===== src/skt_pkg.sv =====
`timescale 1ns / 1ps

package skt_pkg;

    localparam int OPCODE_W   = 2;
    localparam int KEY_W      = 32;
    localparam int STATUS_W   = 2;
    localparam int POSITION_W = 6;
    localparam int COUNT_W    = 7;

    typedef enum logic [OPCODE_W-1:0] {
        OP_FIND   = 2'd0,
        OP_INSERT = 2'd1,
        OP_REMOVE = 2'd2
    } t_opcode;

    typedef enum logic [STATUS_W-1:0] {
        ST_OK        = 2'd0,
        ST_NOT_FOUND = 2'd1,
        ST_FULL      = 2'd2
    } t_status;

    typedef enum logic {
        S_IDLE,
        S_EXEC
    } t_state;

    typedef struct packed {
        logic capture;
        logic ins;
        logic rem;
    } t_cell_ctrl;

endpackage


===== src/skt_cell.sv =====
`timescale 1ns / 1ps

module skt_cell #(
    parameter int CW  = 7,
    parameter int IDX = 0
) (
    input  logic                    i_clk,
    input  skt_pkg::t_cell_ctrl     i_ctrl,
    input  logic [skt_pkg::KEY_W-1:0] i_key_cmp,
    input  logic [skt_pkg::KEY_W-1:0] i_key_new,
    input  logic [CW-1:0]           i_count,
    input  logic [skt_pkg::KEY_W-1:0] i_left_key,
    input  logic                    i_left_le,
    input  logic [skt_pkg::KEY_W-1:0] i_right_key,
    output logic [skt_pkg::KEY_W-1:0] o_key,
    output logic                    o_lt,
    output logic                    o_le
);

    localparam logic [CW-1:0] MyIdx = CW'(IDX);

    logic [skt_pkg::KEY_W-1:0] r_key;
    logic [skt_pkg::KEY_W-1:0] n_key;
    logic                      r_lt;
    logic                      r_le;
    logic                      w_occupied;

    assign w_occupied = MyIdx < i_count;

    always_comb begin
        n_key = r_key;
        if (i_ctrl.ins && !r_le) begin
            n_key = i_left_le ? i_key_new : i_left_key;
        end else if (i_ctrl.rem && !r_lt) begin
            n_key = i_right_key;
        end
    end

    always_ff @(posedge i_clk) begin
        r_key <= n_key;
        if (i_ctrl.capture) begin
            r_lt <= w_occupied && (r_key < i_key_cmp);
            r_le <= w_occupied && (r_key <= i_key_cmp);
        end
    end

    assign o_key = r_key;
    assign o_lt  = r_lt;
    assign o_le  = r_le;

endmodule


===== config.mk =====
export PLATFORM = sky130hd
export DESIGN_NAME = skt_cell
export DESIGN_NICKNAME = d
export VERILOG_FILES = /design/src/skt_pkg.sv /design/src/skt_cell.sv
export SDC_FILE = /design/constraint.sdc
export NUM_CORES = 1
export LEC_CHECK = 0
export ABC_AREA = 1
export BUFFER_PORTS_ARGS = -buffer_cell sky130_fd_sc_hd__buf_4
export CORE_MARGIN = 2
export CORE_UTILIZATION = 46
export CTS_CLUSTER_SIZE = 30
export DETAILED_ROUTE_END_ITERATION = 16
export PLACE_DENSITY = 0.89
export SLEW_MARGIN = 15
export SYNTH_ARGS = -nofsm -noshare
export SYNTH_HDL_FRONTEND = slang
export SYNTH_SLANG_ARGS = --single-unit

===== constraint.sdc =====
create_clock -name i_clk -period 7.6 [get_ports i_clk]
set_input_delay 0.38 -clock i_clk [delete_from_list [all_inputs] [get_ports i_clk]]
set_output_delay 0.38 -clock i_clk [all_outputs]
set_load 0.005 [all_outputs]

==> results.py <==
metrics = {
    "grt": {
        "grt_pass1_wl_mm": 12.3,
        "antenna_found_initial": 0,
        "grt_overflow": 0,
        "grt_util_all_layers": 0.248,
        "grt_pass1_vias": 2875,
        "grt_max_degree": 34,
    },
    "logic_synthesis": {
        "postSynthCellCount": 337,
        "synth_seq_cells": 34,
        "ys_seq_area_frac": 0.395,
        "synth_ff_type": "edfxtp_1",
        "synth_edf_count": 34,
        "synth_area_leaders": "edfxtp_1 (39%), ha_1 (15%), nand2_1 (11%)",
        "synthDistinctLibCells": 21,
        "synth_warnings": 0,
        "yosys.area_share.simple": 0.208,
        "synth.area.mux_share": 0,
        "synth_top_family_by_area": "simple AND/OR/NAND/NOR gates",
        "yosys.area_share.adder": 0.155,
        "async_flop_share": 0,
        "syn_area_um2": 2590,
        "synth_nets": 509,
        "synth_top_area_cell": "edfxtp_1",
        "avgSynthCellArea_um2": 7.68,
        "synth_top_area_share": 0.395,
        "synth-compound-area-share": 0.154,
        "synth-xor-area-share": 0,
    },
    "die": {
        "io_pins": 174,
        "start_util": 0.473,
        "die_w_um": 79,
        "coreArea_um2": 5470,
        "die_height_um": 79,
        "rows": 27,
        "die-area_um2": 6240,
    },
    "clock_tree": {
        "clock_latency_ns": 0.28,
        "cts-buffers-inserted": 5,
        "cts-root-buf": "clkbuf_8",
        "tritoncts": "built",
        "hold_buffers": 0,
        "cts.sink_count": 34,
        "cts.repair.resized": 0,
        "clk_pin_slew_ns": 0.07,
        "cts_max_path_buffers": 2,
        "cts_setup_buffers": 0,
        "h-tree-depth": 2,
    },
    "timing": {
        "worstMarginPinSlew_ns": 1.03,
        "timing.setup.tns_ns": 0,
        "min_period_ns": 2.34,
        "max_freq_mhz": 428,
        "slew_headroom": 0.309,
        "setup_viol": 0,
        "rsz0062_at_grt": "false",
        "fin_crit_sh": 0.308,
        "fin_skew_ns": 0.00574,
        "slew_violations": 0,
        "hold-worst-slack_ns": 0.313,
        "hold_viol": 0,
    },
    "drt": {
        "drtIter0Drc": 103,
        "met2_length_mm": 4.24,
        "vias": 2900,
        "wl_met1_mm": 3.03,
        "dr.pass1.iters": 4,
        "met3_length_um": 563,
        "antenna_left": 0,
        "wire_per_inst_um": 13.8,
        "drt_wl_total_mm": 7.95,
        "vias_per_cell": 5.02,
        "maxUsedRoutingLayer": "met4",
        "drc_errors": 0,
    },
    "critical_path": {
        "crit_type": "register to register",
        "startpoint_type": "register",
        "worstPathMaxFanout": 33,
        "worst_ep_required_time_ns": 7.49,
        "reg2regPathDepth": 3,
        "crit_path_start": "o_le",
        "critPathArrivalTime_ns": 2.23,
        "critPathCaptureType": "register",
        "r2r_start": "o_le",
    },
    "worst_hold_path": {
        "hold_depth": 1,
        "min_from": "i_ctrl[2]",
        "hold_class": "input port to register",
    },
    "layout": {
        "layout_common_cells": "buf_4 (173), nand2_1 (74), nor2_1 (45)",
        "multiInputGateArea_um2": 1350,
        "drive_above_1_share": 0.374,
        "final_area_um2": 4020,
        "nets": 677,
        "n_fill_cell": 408,
        "final_common_cell": "buf_4",
        "seq_area_um2": 1020,
        "syn_to_final_growth_pct": 55.5,
        "fin_util": 0.735,
        "n_antenna_cell": 0,
    },
    "run_status": {
        "status": "finished clean",
    },
    "power_and_ir_drop": {
        "powerDensity_nw_per_um2": 147,
        "p_total_uw": 591,
        "ir_worst_vdd_v": 0.000112,
        "cellLeakagePower_uw": 0.00211,
    },
    "placed_design": {
        "io_buffer_count": 173,
        "dp_hpwl_mm": 6.30,
        "gp_congestion": 0.836,
        "placed_area_um2": 3940,
    },
    "job": {
        "max_cap_violations": 0,
    },
}
## registers in the layout (all words and copies together) (netlist names)
signal and flops:
o_le 1, o_key 32, o_lt 1
## logic make-up after synthesis
group                      Yosys count
buffers and inverters               60
AOI/OAI and AO/OA                   79
and+or+nand+nor                    132
adders and majority gates           32
DFF                                 34
## cell usage after synthesis (all sizes together), types with 2 or more instances
cell type	instances
a21oi	11
buf	4
clkbuf	8
edfxtp	34
ha	32
inv	47
nand2	76
nand3	4
nand4	2
nor2	47
nor3	2
o21ai	67
## report_power, final
part	switching (µW)	leakage, µW	internal (µW)
sequential	14.6	0.000329	239
combinational	99.1	0.00173	111
clock	63.8	0.0000426	63.0
total	177	0.00211	413
## metrics by stage
stage | cells | setup WS, ns
after detailed placement | 570 | 4.73
after floorplan | 337 | 4.43
final | 578 | 5.26
after global routing | 578 | 5.09
after CTS | 578 | 4.78
after global placement | 570 | 4.81
## cell type report
type / count / share of cell area
Tap cell: 72 / 0.0224
Sequential cell: 34 / 0.254
Inverter: 48 / 0.0448
Clock buffer: 6 / 0.0180
Multi-Input combinational cell: 243 / 0.336
Timing Repair Buffer: 173 / 0.323
Clock inverter: 2 / 0.00218
## worst paths after layout
path,to,slack [ns]
min,o_lt,0.31
min reg2reg,o_key[17],0.89
max,o_key[27],5.26
max reg2reg,o_key[27],5.26
## routing by layer
metal / track usage / up-vias
li1: - / 1444
met1: 0.271 / 1322
met2: 0.478 / 122
met3: 0.0500 / 12
met4: 0.0759 / 0
met5: 0 / -
## worst max-delay path: stages (launching register included)
cell,delay [ns]
edfxtp_1,0.43
nor2_4,0.56
inv_2,0.45
o21ai_4,0.50
Power figures use the tool's default switching activity.
