===== src/skt_therm_count.sv =====
`timescale 1ns / 1ps

module skt_therm_count #(
    parameter int DEPTH = 64,
    parameter int CW    = 7
) (
    input  logic [DEPTH-1:0] i_therm,
    output logic [CW-1:0]    o_count
);

    logic [DEPTH:0] w_pad;

    assign w_pad = {1'b0, i_therm};

    // boundary of the run of ones gives the count
    always_comb begin
        o_count = '0;
        for (int i = 0; i < DEPTH; i++) begin
            if (w_pad[i] && !w_pad[i+1]) begin
                o_count = o_count | CW'(i + 1);
            end
        end
    end

endmodule


===== config.mk =====
export PLATFORM = sky130hd
export DESIGN_NAME = skt_therm_count
export DESIGN_NICKNAME = d
export VERILOG_FILES = /design/src/skt_therm_count.sv
export SDC_FILE = /design/constraint.sdc
export NUM_CORES = 1
export LEC_CHECK = 0
export BUFFER_PORTS_ARGS = -buffer_cell sky130_fd_sc_hd__buf_2
export CORE_UTILIZATION = 30
export DETAILED_ROUTE_END_ITERATION = 8
export PLACE_DENSITY = 0.72
export SYNTH_ARGS = -nofsm -noshare
export SYNTH_HDL_FRONTEND = slang
export SYNTH_SLANG_ARGS = --single-unit

===== constraint.sdc =====
create_clock -name vclk -period 1.2
set_clock_uncertainty 0.2 [all_clocks]
set_input_delay 0.06 -clock vclk [all_inputs]
set_output_delay 0.06 -clock vclk [all_outputs]
set_load 0.03 [all_outputs]

==> results.ini, run 1 <==
[routing]
wl_per_cell_um = 15.0
dr_wl_met2_um = 1870
drc = 0
viasPerCell = 5.32
antenna_left = 0
dr_wl_met3_um = 226
vias = 1304
dr.max_layer_used = met4
wl_met1_um = 1510
first_pass_iters = 4
drt_iter0_drc = 41
wl_um = 3670

[grt]
grt_max_degree = 4
grt_pass1_vias = 1273
grt_remaining_overflow = 0
gr-usage-all-layers = 0.250
antenna_found_initial = 0
grt_first_pass_wirelength_um = 5270

[floorplanning]
die_y_um = 52.3
start_util = 0.330
rows = 17
io_pins = 71
die_area_mm2 = 0.00273
fp.dieW_um = 52.3
core_mm2 = 0.00230

[worst_setup_path]
crit_path_end = o_count[0]
startpoint = i_therm[48]
cp-start-kind = input pin
worstPathRequired_ps = 940
crit_arrival_ps = 1150
worstSetupPathType = in2out
cp_max_fo = 2
worstSetupEndpointType = output pin

[pwr]
ir_drop_mv = 0.182
total_power_uw = 550
p_switching_uw = 249
p_per_area_mw_per_mm2 = 327
pwr-share-clk = 0
switching_share = 0.453
power_leakage_nw = 0.850
pwr-share-seq = 0
internal-power_uw = 301
p_comb_frac = 1.000

[sta]
rsz0062_at_grt = yes
fmax_mhz = 711
finalHoldViolations = 0
slew_viol_final = 0
setup_slack_ps = -207
finalHoldWorstSlack_ps = 180
max_slew.worst_pin.slew_ps = 321
setup_tns_ps = -888
fin_crit_sh = 1.17
finalSetupViolCount = 6
fin_crit_ps = 1410
relSlewSlack = 0.784

[synth]
synth_top_cell_by_area = nand2b_1
synth_area_um2 = 758
synth_cell_types = 18
ys_seq_area_frac = 0
syn_inst = 120
netlist.area_leader.share = 0.239
synth_nets = 184
synth_warnings = 0
synth_area_per_cell_um2 = 6.32
synth.area.top_cells = nand2b_1 24%, o2111ai_1 14%, inv_1 9.9%, or2b_1 6.9%, nand4_1 6.6%

[layout]
seq_cells = 0
syn_to_final_growth_pct = 122
num-clock-buffers = 0
ff_latch_area_um2 = 0
final_area_mm2 = 0.00168
drive_gt1_frac = 0.613
num_antenna_cells = 0
fin_nets = 283

[outcome]
status = finished, violations left
violations = negative setup slack

[placement]
postPlaceCellArea_mm2 = 0.00132
io_buffers = 71
place_congestion = 0.899
hpwlAfterDp_um = 2730

[hold_path]
hp-class = in2out

[clocking]
cts_hold_buf = 0

[job]
maxCapViolations = 0

cell families after synthesis:
family,after synthesis,synth area share
simple gates,73,0.607
buf+inv,21,0.109
compound gates,26,0.284
cell usage in the layout, fill, tap and decap left out:
cell,instances
nand4_1,8
nand2b_4,16
o2bb2ai_1,1
or2b_1,7
o21ai_1,3
o221ai_1,1
buf_4,26
buf_6,21
nor4_1,1
nor2_1,4
o2111ai_4,4
o2111ai_1,9
o21ai_2,2
nand2b_2,3
nor4_2,4
nand2b_1,15
nand2_2,1
nand3_1,7
nor3_2,2
inv_1,19
buf_2,51
inv_2,1
o21ai_0,3
nor3_1,5
o2111ai_2,2
a21boi_0,1
what timing repair did:
action / in CTS / in global routing
cloned: 0 / 0
buffers inserted: 2 / 2
resized for setup: 50 / 17
setup endpoints to repair: 6 / 6
pin swaps: 17 / 10
cells in the mapped netlist:
master and number:
o221ai_1 1, nor4_2 2, or2b_1 7, nand4_1 8, nand2b_1 29, nor4_1 3, o2111ai_2 3, o21ai_0 8
inv_1 20, nand2_1 1, o2111ai_1 12, o2bb2ai_1 1, nor2_1 4, nand3_1 7, nor3_1 7, a21boi_0 1
buf_4 1, nand2b_2 5
worst min path at each step:
| stage | start | end | slack, ps | depth (start not counted) |
|---|---|---|---|---|
| floorplan | i_therm[63] | o_count[6] | 50 | 1 |
| global placement | i_therm[63] | o_count[6] | 180 | 2 |
| detailed placement | i_therm[63] | o_count[6] | 180 | 2 |
| CTS | i_therm[63] | o_count[6] | 180 | 2 |
| global route | i_therm[63] | o_count[6] | 190 | 2 |
| finish | i_therm[63] | o_count[6] | 180 | 2 |
critical path, stage by stage:
cell	delay, ps
buf_6	90
or2b_1	170
o2111ai_2	120
nor4_2	360
nand4_1	170
buf_6	170
area by class of cell:
| class | count | area [um2] |
|---|---|---|
| fill | 174 | 613 |
| inverter | 20 | 75.1 |
| multi-input combinational | 99 | 887 |
| tap | 28 | 35.0 |
| timing repair buffer | 98 | 687 |
metrics by stage:
step,setup slack [ps],cells,utilization
2_1_floorplan,-17.4,120,-
3_3_place_gp,-186,242,0.575
3_5_place_dp,-208,242,0.575
4_1_cts,-190,244,0.694
5_1_grt,-264,245,0.733
6_report,-207,245,0.733
power by group through the flow:
| stage | Sequential [mW] | Clock, mW | Combinational (mW) |
|---|---|---|---|
| 3_3_place_gp | 0 | 0 | 0.400 |
| 5_1_grt | 0 | 0 | 0.584 |
| 4_1_cts | 0 | 0 | 0.499 |
| 2_1_floorplan | 0 | 0 | 0.180 |
| 3_5_place_dp | 0 | 0 | 0.402 |
| 6_report | 0 | 0 | 0.550 |
per-layer routing:
| layer | up-vias | track usage |
|---|---|---|
| met4 | 0 | 0.0307 |
| li1 | 636 | - |
| met5 | - | 0 |
| met1 | 602 | 0.304 |
| met2 | 62 | 0.494 |
| met3 | 4 | 0.00290 |
(Power assumes the default switching activity.)
==> run 2: changes to the inputs <==
SETUP_SLACK_MARGIN = 0.2   (was not set)
clock period = 1.72 ns   (was 1.2 ns; I/O delays follow)
==> results.ini, run 2 (same netlist as run 1, synthesis figures left out) <==
[outcome]
status = completed

[pwr]
power_leakage_nw = 0.602  ; -29%
ir_drop_mv = 0.0895  ; -51%
total_power_uw = 259  ; -53%
p_per_area_mw_per_mm2 = 216  ; -34%

[hold_path]
hp-class = in2out

[grt]
grt_max_degree = 4  ; unchanged
antenna_found_initial = 0  ; unchanged
grt_remaining_overflow = 0  ; unchanged
gr-usage-all-layers = 0.200  ; -0.0497
grt_pass1_vias = 1011  ; -21%
grt_first_pass_wirelength_um = 4300  ; -18%

[routing]
first_pass_iters = 4  ; unchanged
vias = 1187  ; -9.0%
dr_wl_met3_um = 295  ; +31%
antenna_left = 0  ; unchanged
wl_um = 2930  ; -20%
dr.max_layer_used = met4
viasPerCell = 5.40  ; +1.4%
wl_per_cell_um = 13.3  ; -11%
dr_wl_met2_um = 1390  ; -26%
drc = 0  ; unchanged
wl_met1_um = 1210  ; -20%
drt_iter0_drc = 40  ; -2.4%

[layout]
nFillCells = 252  ; +45%
final_common_cell = buf_2
drive_gt1_frac = 0.448  ; -0.165
syn_to_final_growth_pct = 58.1
mostFrequentLayoutCells = 69 x buf_2, 27 x nand2b_1, 20 x inv_1
multi_input_area_um2 = 706  ; -20%
ff_latch_area_um2 = 0  ; unchanged
num_antenna_cells = 0  ; unchanged
num-clock-buffers = 0  ; unchanged
seq_cells = 0  ; unchanged
fin_nets = 258  ; -8.8%
final_area_mm2 = 0.00120  ; -29%

[sta]
slew_viol_final = 0  ; unchanged
fin_crit_ps = 1450
finalSetupViolCount = 0  ; -6
relSlewSlack = 0.704  ; -0.0806
fmax_mhz = 691
setup_slack_ps = 272  ; +480 ps
finalHoldViolations = 0  ; unchanged
rsz0062_at_grt = yes
fin_crit_sh = 0.842
max_slew.worst_pin.slew_ps = 440  ; +118 ps
finalHoldWorstSlack_ps = 232  ; +52.4 ps
setup_tns_ps = 0  ; +888 ps

[worst_setup_path]
worstSetupEndpointType = output pin
worstSetupPathType = in2out
cp_max_fo = 2  ; unchanged
worstPathRequired_ps = 1430  ; +490 ps
cp-start-kind = input pin
crit_arrival_ps = 1160  ; about the same

[clocking]
cts_hold_buf = 0  ; unchanged

[floorplanning]
rows = 17  ; unchanged
die_area_mm2 = 0.00273  ; unchanged
start_util = 0.330  ; unchanged
core_mm2 = 0.00230  ; unchanged
die_y_um = 52.3  ; unchanged
fp.dieW_um = 52.3  ; unchanged
io_pins = 71  ; unchanged

[placement]
io_buffers = 71  ; unchanged
hpwlAfterDp_um = 2570  ; -5.9%
place_congestion = 0.904  ; +0.50%
dp_slack_ps = 267  ; +475 ps
postPlaceCellArea_mm2 = 0.00114  ; -14%

[job]
maxCapViolations = 0  ; unchanged

==> run 2: changes by cell type in the layout (fill, tap and decap cells not counted), sizes merged <==
cell  delta
buf     -25
==> run 2: layout make-up <==
type,count,area share
Multi-Input combinational cell,99,0.589
Inverter,20,0.0626
Timing Repair Buffer,73,0.319
Tap cell,28,0.0292
==> run 2: power by group <==
group	switching, mW	internal [mW]	total, mW
registers	0	0	0
logic	0.133	0.126	0.259
clock network	0	0	0
total	0.133	0.126	0.259
==> run 2: worst paths after layout <==
path  slack (ps)  cells after the start         end   startpoint
min          230                      2  o_count[6]  i_therm[63]
max          270                      6  o_count[0]  i_therm[18]
==> run 2: timing repair <==
item	4_1_cts	5_1_grt
setup endpoints to repair	0	2
setup buffers	0	2
resized for setup	0	8
==> run 2: metal layers <==
layer / vias to the layer above / global-route usage
li1: 584 / -
met1: 528 / 0.282
met2: 71 / 0.357
met3: 4 / 0.00580
met4: 0 / 0
met5: - / 0
==> run 2: stage by stage <==
stage,utilization,std cells
2_1_floorplan,-,120
3_5_place_dp,0.497,218
3_3_place_gp,0.497,218
5_1_grt,0.522,220
4_1_cts,0.497,218
6_report,0.522,220
==> run 2: worst max-delay path: stages <==
cell and delay (ps):
buf_6 90, or2b_1 190, o2111ai_2 130, nor4_4 330, nand4_1 160, buf_6 170
